**config.mk**
```make
export PLATFORM = sky130hd
export DESIGN_NAME = bri_cfg_regs
export DESIGN_NICKNAME = d
export VERILOG_FILES = /design/src/sv/bri_pkg.sv /design/src/sv/bri_cfg_regs.sv
export SDC_FILE = /design/constraint.sdc
export NUM_CORES = 1
export LEC_CHECK = 0
export ABC_AREA = 1
export ABC_CLOCK_PERIOD_IN_PS = 800
export BUFFER_PORTS_ARGS = -buffer_cell sky130_fd_sc_hd__buf_4
export CAP_MARGIN = 25
export CORE_ASPECT_RATIO = 0.9
export CORE_UTILIZATION = 33
export DETAILED_ROUTE_END_ITERATION = 6
export PLACE_DENSITY_LB_ADDON = 0.1
export SETUP_SLACK_MARGIN = 0.3
export SYNTH_ARGS = -nofsm -noshare
export SYNTH_HDL_FRONTEND = slang
export SYNTH_SLANG_ARGS = --single-unit
```
**constraint.sdc**
```tcl
create_clock -name clk_i -period 0.8 [get_ports clk_i]
set_input_delay 0.04 -clock clk_i [delete_from_list [all_inputs] [get_ports clk_i]]
set_output_delay 0.04 -clock clk_i [all_outputs]
set_load 0.005 [all_outputs]
```
**src/sv/bri_pkg.sv**
```systemverilog
// Shared types, widths and register indexes for the box region-of-interest filter.
// Used by every module of the block; depends on nothing.
package bri_pkg;

  // fixed-point formats
  localparam int unsigned CoordW    = 20;
  localparam int unsigned CoefW     = 14;
  localparam int unsigned FracShift = 12;
  localparam int unsigned NumAxes   = 3;
  localparam int unsigned RowW      = 62;
  localparam int unsigned OffLsb    = 42;
  localparam int unsigned SizeW     = 20;
  // one extra bit: most negative coef times most negative coordinate is +2^32
  localparam int unsigned ProdW     = CoordW + CoefW + 1;
  localparam int unsigned SumW      = ProdW + 2;

  // configuration port
  localparam int unsigned CfgIdxW  = 3;
  localparam int unsigned CfgDataW = RowW;

  // register indexes
  localparam logic [CfgIdxW-1:0] RegXformEn = 3'd0;
  localparam logic [CfgIdxW-1:0] RegRowX    = 3'd1;
  localparam logic [CfgIdxW-1:0] RegRowY    = 3'd2;
  localparam logic [CfgIdxW-1:0] RegRowZ    = 3'd3;
  localparam logic [CfgIdxW-1:0] RegSizeX   = 3'd4;
  localparam logic [CfgIdxW-1:0] RegSizeY   = 3'd5;
  localparam logic [CfgIdxW-1:0] RegSizeZ   = 3'd6;

  // reset values: identity rotation, zero offset, unit box
  localparam logic [RowW-1:0]  RowXRst = 62'd4096;
  localparam logic [RowW-1:0]  RowYRst = 62'd67108864;
  localparam logic [RowW-1:0]  RowZRst = 62'd1099511627776;
  localparam logic [SizeW-1:0] SizeRst = 20'd1024;

  typedef logic signed [CoordW-1:0] coord_t;
  typedef logic signed [ProdW-1:0]  prod_t;
  typedef logic signed [SumW-1:0]   sum_t;
  typedef logic [RowW-1:0]          row_t;
  typedef logic [SizeW-1:0]         size_t;

  typedef struct packed {
    logic                      xform_en;
    row_t  [NumAxes-1:0]       rows;
    size_t [NumAxes-1:0]       sizes;
  } cfg_t;

endpackage

```
**src/sv/bri_cfg_regs.sv**
```systemverilog
// Configuration register file of the box region-of-interest filter.
// Depends on bri_pkg for register indexes, reset values and the cfg_t bundle.
module bri_cfg_regs (
  input  logic                          clk_i,
  input  logic                          rst_ni,
  input  logic                          wr_en_i,
  input  logic [bri_pkg::CfgIdxW-1:0]   wr_idx_i,
  input  logic [bri_pkg::CfgDataW-1:0]  wr_data_i,
  output bri_pkg::cfg_t                 cfg_o
);

  bri_pkg::cfg_t cfg_q;

  // register writes, unknown indexes are dropped
  always_ff @(posedge clk_i or negedge rst_ni) begin
    if (!rst_ni) begin
      cfg_q.xform_en <= 1'b0;
      cfg_q.rows[0]  <= bri_pkg::RowXRst;
      cfg_q.rows[1]  <= bri_pkg::RowYRst;
      cfg_q.rows[2]  <= bri_pkg::RowZRst;
      cfg_q.sizes[0] <= bri_pkg::SizeRst;
      cfg_q.sizes[1] <= bri_pkg::SizeRst;
      cfg_q.sizes[2] <= bri_pkg::SizeRst;
    end else if (wr_en_i) begin
      case (wr_idx_i)
        bri_pkg::RegXformEn: cfg_q.xform_en <= wr_data_i[0];
        bri_pkg::RegRowX:    cfg_q.rows[0]  <= wr_data_i;
        bri_pkg::RegRowY:    cfg_q.rows[1]  <= wr_data_i;
        bri_pkg::RegRowZ:    cfg_q.rows[2]  <= wr_data_i;
        bri_pkg::RegSizeX:   cfg_q.sizes[0] <= wr_data_i[bri_pkg::SizeW-1:0];
        bri_pkg::RegSizeY:   cfg_q.sizes[1] <= wr_data_i[bri_pkg::SizeW-1:0];
        bri_pkg::RegSizeZ:   cfg_q.sizes[2] <= wr_data_i[bri_pkg::SizeW-1:0];
        default: ;
      endcase
    end
  end

  assign cfg_o = cfg_q;

endmodule

```
# Word-level counts from Yosys, hierarchy flattened
# Cells that the tools add are included.
[totals] output_inout_bits=247 latch_bits=0 memories=0 elab_cells=21 reg_bits=247 rom_bits=0 ramBits=0
[classes] n_mul=0 div_mod_pow=0 eq_ne=6 n_reduce_logical=8 shift=0 muxes=0 order_cmp=0 bitwise_logic=0 addsub=0
[ops] op="AND reduction 2 bit" count=7
[ops] op="equality test 3 bit, second input constant" count=3
[ops] op="equality test 3 x 2 -> 1 bit, second input constant" count=2
[ops] op="equality test 3 x 1 -> 1 bit, second input constant" count=1
[ops] op="logical NOT 3 bit" count=1

# Logic depth before layout (Yosys ltp)
[logic_depth] word_depth=2 depth_mapped=7 depth_no_buf=5

# Worst setup path before layout
# Ideal clock, no wire load.
[synth_path] kind="input to register" from="in wr_en_i" to="reg cfg_q (netlist bit cfg_o[185])" path_slack_ns=-0.080 stages=7 required_time_ns=0.684 n_path_buf=2 t_arrival_ns=0.764 setup_ns=0.116 cell_sequence="inv_1 nor2_1 buf_2 nand2_1 buf_2 nand2_1 nand2_1"
[synth_via] elab_chain_cells=1
[synth_lines] element="start, declared" line="bri_cfg_regs.sv:6" rtl="input logic wr_en_i,"
[synth_lines] element="AND reduction 2 bit (no line)"
[synth_lines] element="end, declared" line="bri_cfg_regs.sv:12" rtl="bri_pkg::cfg_t cfg_q;"
# Every way passes these cells.
# A chain may end at the register's enable or synchronous reset.

# Worst setup path in the final report
[layout_path] from="reg cfg_q (netlist bit cfg_o[50])" to="out cfg_o[50] (netlist name)"
[layout_rtl] element="end, declared" line="bri_cfg_regs.sv:9" rtl="output bri_pkg::cfg_t cfg_o"
# No word-level cell between the ends.

==> out/qor.yml <==
power_density_mw_per_mm2: 2410
dieArea_mm2: 0.02967
ys_top_cells_by_count: "608 x nand2_1, 241 x dfrtp_1, 145 x nand3_1, 50 x buf_2, 14 x clkbuf_1"
drcViolationCount: 0
fin_worst_skew_ns: 0
min_period_ns: 1.205
fin_nets: 1656
slew_headroom: 0.7883
tightest_slew_ns: 0.3175
dp_hpwl_um: 22170
routedWlPerCell_um: 17.42
clk-insertion-delay-late_ns: 0.52
worst_path_max_delay_cell: "dfstp_2"
synth_cell_type_count: 11
crit_path_max_fanout: 2
hold_violations: 1
clock-root-buffer: "clkbuf_16"
synthToLayoutAreaGrowth_pct: 75.62
cts_tree: "yes"
synth_most_common_cell: "nand2_1"
irDropWorstVdd_mv: 1.482
slowest_delay_ns: 0.54
final_cells: 1967
multi_input_area_mm2: 0.003332
place_congestion: 0.8046
violations: "hold timing, setup timing"
antennaDiodeCount: 0
antenna_found_initial: 0
row_count: 58
path_delay_family: "flip-flops"
overflow: 0
outcome: "complete, but fails checks"
rsz0062_at_grt: "true"
syn-instance-count: 1077
cts_buffer_depth: 3
grt_pass1_wl_um: 51990
p_sw_uw: 11200
drive_above_1_share: 0.3871
grt_pass1_vias: 9051
worstPathArrival_ns: 1.16
firstDrtPassIters: 5
required_ns: 0.76
cts_hold_buf: 63
ios: 315
seq_area_mm2: 0.006188
p_comb_frac: 0.294
tns_ns: -70.86
initial_core_util: 0.3388
hold_ws_ns: -0.01708
hp-class: "input pin to register"
port_buffers: 314
grt_use_total: 0.2226
grt_max_degree: 56
setup_viol: 260
path_cells: "buf_6"
core_mm2: 0.02823
p_sw_frac: 0.2766
ys_async_sr_fraction: 1.000
netlist_area_mm2: 0.009565
cts_buffers: 27
yosys_register_bits: 247
fillerInstances: 2461
vias_per_cell: 4.619
clk_pin_slew_ns: 0.06
h-tree-depth: 1
ys_warn_count: 0
p_int_uw: 29290
clock-sinks: 247
dp.cells: 1747
fin_crit_sh: 1.506
largest_reg_flops: 247
ys_seq_area_frac: 0.6470
endpoint_kind: "primary output"
worst-path-buf-inv: 1
clkPwrFrac: 0.289
slew_viol_final: 0
wirelength_um: 34270
seqPwrFrac: 0.416
die_h_um: 163.5
place_ws_ns: -0.2672
die_w_um: 181.5
synth_top_area_share: 0.6305
ys.flop_type: "dfrtp_1"
setup_slack_ns: -0.4046
syn_nets: 1145
vias: 9085
synth-edff-count: 0
max_cap_viol_count: 0
utilization: 0.5951
crit_type: "register to primary output"
synth.avg_cell_area_um2: 8.882
synthTopCellsByArea: "dfrtp_1 63%, nand2_1 24%, nand3_1 7.6%, buf_2 2.6%, dfstp_2 1.6%"
cp-start-kind: "register"
synth_area_leader_cell: "dfrtp_1"
max_freq_mhz: 830.2
drt_iter0_markers: 496
p_leak_uw: 0.008844
detail-route-antenna-nets: 0
-- power by group through the flow --
stage | Combinational [µW] | Sequential (µW) | Clock, µW
finish | 11900 | 16900 | 11700
global route | 12900 | 17100 | 12500
CTS | 10500 | 16700 | 12000
detailed placement | 8010 | 16400 | 0
global placement | 7880 | 16400 | 0
floorplan | 2190 | 16500 | 0
-- placed cells by master, fill, tap and decap left out, drive strengths merged --
cell / n
buf: 481
clkbuf: 44
clkinv: 5
clkinvlp: 1
dfrtp: 241
dfstp: 6
dlygate4sd3: 63
inv: 6
nand2: 608
nand3: 145
nor2: 7
-- through the flow --
stage / total power [µW] / cell area [µm²]
after floorplan: 18680 / 9759
after global placement: 24310 / 12950
after detailed placement: 24440 / 12950
after CTS: 39160 / 15840
after global routing: 42560 / 16800
final: 40490 / 16800
-- per-layer routing --
metal	GRT usage	up-vias	wire length (µm)
li1	-	4378	-
met5	0	-	0
met1	0.3049	4380	15170
met3	0.05596	39	2375
met4	0.04430	0	584
met2	0.3577	288	16140
-- cell type report --
| class | instances | area share |
|---|---|---|
| Sequential cell | 247 | 0.3684 |
| Inverter | 6 | 0.001937 |
| Clock buffer | 42 | 0.04715 |
| Tap cell | 360 | 0.02681 |
| Clock inverter | 6 | 0.001937 |
| Multi-Input combinational cell | 760 | 0.1983 |
| Timing Repair Buffer | 546 | 0.3554 |
-- tightest hold or removal path, cell delays in order --
cell and delay, ns:
buf_4 0.11, nor2_4 0.05, buf_4 0.14, nand3_1 0.07, nand2_1 0.05
-- cells by family after synthesis --
family | after synthesis | synth area share
buffers and inverters | 70 | 0.03401
flip-flops | 247 | 0.6470
AND/OR/NAND/NOR | 760 | 0.3190
-- path summary, 6_finish.rpt --
path,slack (ns),cells past startpoint,end,from
max,-0.40,1,cfg_o[50],cfg_o[50]
min,-0.02,5,cfg_o[134],wr_idx_i[0]
max reg2reg,-0.07,4,cfg_o[101],cfg_o[101]
min reg2reg,0.47,2,cfg_o[148],cfg_o[148]
max in group asynchronous,0.33,3,cfg_o[107],rst_ni
min in group asynchronous,0.13,3,cfg_o[59],rst_ni
-- timing repair --
action,in CTS,in global routing
cloned,0,2
pin swaps,171,52
endpoints found under the hold margin,494,1
resized for setup,268,165
endpoints found under the setup margin,494,544
buffers inserted,58,49
(Power assumes the default switching activity.)
