File: config.mk
export PLATFORM = sky130hd
export DESIGN_NAME = bri_map_sum
export DESIGN_NICKNAME = d
export VERILOG_FILES = /design/src/sv/bri_pkg.sv /design/src/sv/bri_map_sum.sv
export SDC_FILE = /design/constraint.sdc
export NUM_CORES = 1
export LEC_CHECK = 0
export BUFFER_PORTS_ARGS = -buffer_cell sky130_fd_sc_hd__buf_2
export CAP_MARGIN = 20
export CORE_AREA = 5 5 284 286
export DETAILED_ROUTE_END_ITERATION = 7
export DIE_AREA = 0 0 289 291
export HOLD_SLACK_MARGIN = 0.15
export SYNTH_ARGS = -nofsm -noshare
export SYNTH_HDL_FRONTEND = slang
export SYNTH_SLANG_ARGS = --single-unit
File: constraint.sdc
create_clock -name clk_i -period 5.5 [get_ports clk_i]
set_clock_uncertainty 0.05 [all_clocks]
set_input_delay 0.825 -clock clk_i [delete_from_list [all_inputs] [get_ports clk_i]]
set_output_delay 0.825 -clock clk_i [all_outputs]
set_load 0.03 [all_outputs]
File: src/sv/bri_pkg.sv
// Shared types, widths and register indexes for the box region-of-interest filter.
// Used by every module of the block; depends on nothing.
package bri_pkg;

  // fixed-point formats
  localparam int unsigned CoordW    = 20;
  localparam int unsigned CoefW     = 14;
  localparam int unsigned FracShift = 12;
  localparam int unsigned NumAxes   = 3;
  localparam int unsigned RowW      = 62;
  localparam int unsigned OffLsb    = 42;
  localparam int unsigned SizeW     = 20;
  // one extra bit: most negative coef times most negative coordinate is +2^32
  localparam int unsigned ProdW     = CoordW + CoefW + 1;
  localparam int unsigned SumW      = ProdW + 2;

  // configuration port
  localparam int unsigned CfgIdxW  = 3;
  localparam int unsigned CfgDataW = RowW;

  // register indexes
  localparam logic [CfgIdxW-1:0] RegXformEn = 3'd0;
  localparam logic [CfgIdxW-1:0] RegRowX    = 3'd1;
  localparam logic [CfgIdxW-1:0] RegRowY    = 3'd2;
  localparam logic [CfgIdxW-1:0] RegRowZ    = 3'd3;
  localparam logic [CfgIdxW-1:0] RegSizeX   = 3'd4;
  localparam logic [CfgIdxW-1:0] RegSizeY   = 3'd5;
  localparam logic [CfgIdxW-1:0] RegSizeZ   = 3'd6;

  // reset values: identity rotation, zero offset, unit box
  localparam logic [RowW-1:0]  RowXRst = 62'd4096;
  localparam logic [RowW-1:0]  RowYRst = 62'd67108864;
  localparam logic [RowW-1:0]  RowZRst = 62'd1099511627776;
  localparam logic [SizeW-1:0] SizeRst = 20'd1024;

  typedef logic signed [CoordW-1:0] coord_t;
  typedef logic signed [ProdW-1:0]  prod_t;
  typedef logic signed [SumW-1:0]   sum_t;
  typedef logic [RowW-1:0]          row_t;
  typedef logic [SizeW-1:0]         size_t;

  typedef struct packed {
    logic                      xform_en;
    row_t  [NumAxes-1:0]       rows;
    size_t [NumAxes-1:0]       sizes;
  } cfg_t;

endpackage

File: src/sv/bri_map_sum.sv
// Second pipeline stage: per-row sum of products, scaled offset and rounding half.
// Depends on bri_pkg for product, sum and row types.
module bri_map_sum (
  input  logic                                    clk_i,
  input  logic                                    rst_ni,
  input  logic                                    valid_i,
  output logic                                    ready_o,
  input  bri_pkg::prod_t                          prod_i [bri_pkg::NumAxes][bri_pkg::NumAxes],
  input  bri_pkg::coord_t                         pt_i   [bri_pkg::NumAxes],
  input  bri_pkg::row_t [bri_pkg::NumAxes-1:0]    rows_i,
  output logic                                    valid_o,
  input  logic                                    ready_i,
  output bri_pkg::sum_t                           sum_o  [bri_pkg::NumAxes],
  output bri_pkg::coord_t                         pt_o   [bri_pkg::NumAxes]
);

  localparam bri_pkg::sum_t RoundHalf = bri_pkg::sum_t'(1) << (bri_pkg::FracShift - 1);

  logic            valid_q;
  bri_pkg::sum_t   sum_d [bri_pkg::NumAxes];
  bri_pkg::sum_t   sum_q [bri_pkg::NumAxes];
  bri_pkg::coord_t pt_q  [bri_pkg::NumAxes];

  assign ready_o = !valid_q || ready_i;

  // exact Q15.22 row sum plus half an output lsb
  always_comb begin
    for (int r = 0; r < bri_pkg::NumAxes; r++) begin
      sum_d[r] = $signed(prod_i[r][0]) + $signed(prod_i[r][1]) + $signed(prod_i[r][2])
               + ($signed(rows_i[r][bri_pkg::OffLsb +: bri_pkg::CoordW])
                  <<< bri_pkg::FracShift)
               + RoundHalf;
    end
  end

  // stage valid
  always_ff @(posedge clk_i or negedge rst_ni) begin
    if (!rst_ni) begin
      valid_q <= 1'b0;
    end else if (ready_o) begin
      valid_q <= valid_i;
    end
  end

  // stage payload
  always_ff @(posedge clk_i) begin
    if (valid_i && ready_o) begin
      sum_q <= sum_d;
      pt_q  <= pt_i;
    end
  end

  assign valid_o = valid_q;
  assign sum_o   = sum_q;
  assign pt_o    = pt_q;

endmodule

**Word level (Yosys, flattened, before mapping)**

Index checks and enable logic that the tools add are counted.

- Add/sub/neg operators: 12
- Multiply operators: 0
- Div/mod/pow operators: 0
- Magnitude comparators: 0
- Equal/unequal tests: 0
- Shift-type cells: 0
- Muxes and demuxes: 0
- Bitwise operators: 0
- Reduce and logical (&&, ||, !) cells: 3

Operators by type and width:

| operator | count |
|---|---|
| $add 36x35->37 | 3 |
| $add 37x13->37 const B | 3 |
| $add 37x32->37 | 3 |
| $add 35x35->36 | 3 |
| $logic_and 1x1->1 | 1 |
| $logic_not 1->1 | 1 |
| $logic_or 1x1->1 | 1 |

- Register bits: 172
- Latch bits: 0
- Bits in writable memories: 0
- Bits in read-only memories: 0
- Bits of input ports: 565
- Output and inout port bits: 173
- Logic and storage cells: 22
- Memories: 0

**Depth between registers and ports, before layout**

- Depth after elaboration: 4
- Mapped depth: 17
- Gate-level depth less buffers: 17

**Least setup slack after synthesis**

Ideal clock, no wire load.

- Path type: input port to flip-flop
- Start point: input port ready_i
- End point: register pt_q (netlist bit pt_o[0]), enable pin
- Library setup time: 551 ps
- Data arrival time: 5109 ps
- Data required time: 4899 ps
- Path slack: -210 ps
- Cell stages on the path: 2
- Buffers on the path: 0
- Path through: nand2b_1 > and2_1

- Cells in the longest elaborated chain, start to end: 2

RTL lines:

| element | line | RTL |
|---|---|---|
| start: declaration | bri_map_sum.sv:12 | `input logic ready_i,` |
| $logic_or 1x1->1 | bri_map_sum.sv:24 | `assign ready_o = !valid_q \|\| ready_i;` |
| $logic_and 1x1->1 | bri_map_sum.sv:47 | `if (valid_i && ready_o) begin` |
| end signal: assignment | bri_map_sum.sv:49 | `pt_q <= pt_i;` |
| end: declaration | bri_map_sum.sv:22 | `bri_pkg::coord_t pt_q [bri_pkg::NumAxes];` |

Every way passes these cells.
A chain may end at the register's enable or synchronous reset.

==> qor.txt <==
Final Cycle Share = 83.98%
number of sinks handled by clock tree synthesis = 172
vias after detailed routing = 13158
vertical die dimension = 291 microns
number of nets in the synthesized netlist = 2578
Final setup violation count = 0
total placed cells including tap cells = 3346
clock slew at the register clock pins of the worst setup and hold paths = 0.08 ns
number of library cell types mapped by synthesis = 56
max-capacitance violation count = 0
routing usage on met3 = 2.686%
status = finished, final reports clean
number of standard cells in the final layout excluding fillers = 3379
Crit path required time = 5.69 ns
most frequent cell on the critical path = inv_1
Global Route Usage Sum = 11.56%
Longest Clk Path Bufs = 2
standard-cell rows = 103
IR drop worst, VDD = 0.0001874 V
aggregate global routing overflow = 0
list of most frequent post-synthesis cells = inv_1 (604), fa_1 (180), edfxtp_1 (171)
adder-cell area share of the yosys netlist = 32.15%
global-route layer with the greatest usage = met2
register area share after synthesis = 31.34%
startpoint kind of the worst setup timing path = input port
drt first-iter violations = 532
first-pass GRT wire length = 74000 microns
highest attainable clock frequency = 0.2165 GHz
simple-gate area share of the yosys netlist = 5.502%
proportion of synthesized area in mux cells = 0%
final layout net count = 3196
routed len/inst = 14.76 microns
xor-xnor portion of the synthesized cell area = 5.160%
ys async rst share = 0.5814%
number of buffers and inverters on the critical path = 5
RSZ-0062 raised after global routing = no
accumulated negative setup slack = 0 ns
compound-gate portion of the synthesized area = 11.63%
PD cells = 359.1 nW/um^2
Detailed Route WL = 49880 microns
number of ports placed on the die boundary = 738
share of cells above drive strength 1 = 28.34%
via count normalized by instance count = 3.894
Worst-Margin Slew = 0.7859 ns
post-cts sizing count = 0
most frequent cell after synthesis = inv_1
initial antenna violation count = 1
largest family of logic cells by synthesized area = adder cells
Pre-antenna DRT Iters = 7
met1 global-route usage = 15.32%
count of buffers inserted at the top-level ports = 611
Seq cells post-synth = 172
Min Clock Period, post-route = 4.619 ns
fin. max-slew vios = 0
cell type with the largest total area after synthesis = edfxtp_1
H-Tree Level Count = 4
count of final hold-check violations = 0
CP top delay family = compound AO/OA/AOI/OAI gates
Die X = 289 microns
DRC errors left = 0
flip-flop cell with the highest count after synthesis = edfxtp_1
maximum number of pins on one net before global-route repair = 93
effective utilization at floorplan = 21.08%
area overhead of the layout relative to synthesis = 30.34%
number of buffers created by CTS = 17
residual antenna-violating net count after detailed routing = 0
WP data arrival = 4.81 ns
Die ar. = 84100 sq um
Post-Syn Area = 16460 sq um
highest net fanout along the worst path = 4
Final Wtd Congestion = 0.8378
Pwr Total = 0.007706 W
DP Wirelength = 43450 microns
Synth top area share = 31.19%
Slowest Stage Delay on Critical Path = 0.54 ns
met2 Resource Use GR = 18.79%
Avg Cell Area, Syn = 9.696 sq um
placeable core region = 78100 sq um
chain of cells forming the critical path = buf_2, inv_1, fa_1, inv_1, ha_1, ha_1, inv_1, fa_1, nor2b_1, o21ai_1, a21oi_1, o21ai_0, o21ai_1, buf_4, a31oi_1, o21a_1, o31ai_1, a31oi_1, xnor2_1
synthesized instance count = 1698
leakage power figure = 11.50 nW
worst hold slack = 0.4568 ns
number of inserted diodes = 0
worst relative slew slack = 47.61%
clock tree from TritonCTS = built
yosys synthesis warning count = 0
clock latency on the worst-skew pair = 0.48 ns
critical path class = in2reg
capturing element type of the critical path = flop
number of enable flip-flop cells after synthesis = 171
highest-delay cell along the critical path = fa_1
number of fill cells in the layout = 8383
class of the most critical hold timing path = in2reg
top cells by area in the synthesized netlist = edfxtp_1 (31%), fa_1 (22%), inv_1 (14%)
via count of the first global-routing pass = 13385
cell at the root of the clock tree = clkbuf_16
[cells by family after synthesis]
| kind of cell | count (synthesis) |
|---|---|
| xor gates and xnor gates | 97 |
| adders and majority gates | 315 |
| DFF | 172 |
| buffers and inverters | 624 |
| and+or+nand+nor | 187 |
| AOI/OAI and AO/OA | 303 |
[area by class of cell]
cell class	instances	area [sq um]	share of cell area [%]
Multi-Input combinational cell	902	8965	41.78
Sequential cell	172	5160	24.05
Timing Repair Buffer	619	3133	14.60
Inverter	604	2267	10.56
Tap cell	1050	1314	6.122
Clock buffer	17	425.4	1.982
Clock inverter	15	195.2	0.9096
[state kept, by name, summed over array words and instances (netlist names)]
| register | flops |
|---|---|
| pt_o | 60 |
| valid_o | 1 |
| sum_o | 111 |
[per-stage QoR]
stage / worst slack [ns] / utilization (%) / cell area [sq um]
after floorplan: 1.171 / - / 16470
after global placement: 0.3488 / 26.67 / 20830
after detailed placement: 0.3621 / 26.67 / 20830
after CTS: 0.9011 / 27.48 / 21460
after global routing: 0.6386 / 27.48 / 21460
final: 0.8813 / 27.48 / 21460
[per-layer routing]
metal  vias up  share of wire [%]
met4         2                2.1
met3        50                6.1
met5         -              0.026
met1      6212                 45
met2       368                 47
li1       6526                  -
[worst register-to-register path, stage by stage, from the launching register on]
cell and delay, ns:
dfrtp_1 0.38, nand2b_1 0.11, and2_4 0.43, buf_4 0.69
[path summary, 6_finish.rpt]
| kind | start | endpoint | slack (ns) | depth (start not counted) |
|---|---|---|---|---|
| max | prod_i[212] | sum_o[108]$_DFFE_PP_ | 0.88 | 19 |
| min | pt_i[57] | pt_o[57]$_DFFE_PP_ | 0.46 | 1 |
| max reg2reg | valid_o$_DFFE_PN0N_ | sum_o[98]$_DFFE_PP_ | 3.40 | 3 |
| min reg2reg | valid_o$_DFFE_PN0N_ | valid_o$_DFFE_PN0N_ | 0.48 | 2 |
| max in group asynchronous | rst_ni | valid_o$_DFFE_PN0N_ | 4.73 | 2 |
| min in group asynchronous | rst_ni | valid_o$_DFFE_PN0N_ | 0.59 | 2 |
[cells in the final DEF (no fill, tap or decap), drive strengths merged, types with 11 or more instances in the layout]
cell type / synthesis / final
a21o: 57 / 57
a21oi: 110 / 110
a31oi: 11 / 11
buf: 0 / 618
clkbuf: 20 / 17
edfxtp: 171 / 171
fa: 180 / 180
ha: 135 / 135
inv: 604 / 612
nand2: 61 / 61
nand3: 30 / 30
nand4: 15 / 15
nor2: 34 / 34
o21ai: 55 / 55
o21bai: 15 / 15
xnor2: 69 / 69
xor2: 28 / 28
[where the power goes]
group | switching, W | internal, W | total (W)
combinational | 0.00273 | 0.00162 | 0.00435
sequential | 0.0000794 | 0.00193 | 0.00201
clock | 0.000651 | 0.000696 | 0.00135
[timing repair]
action | in CTS | in global routing
endpoints found under the hold margin | 1 | 0
hold buffers | 1 | 0
buffers inserted | 0 | 0
(Power assumes the default switching activity.)
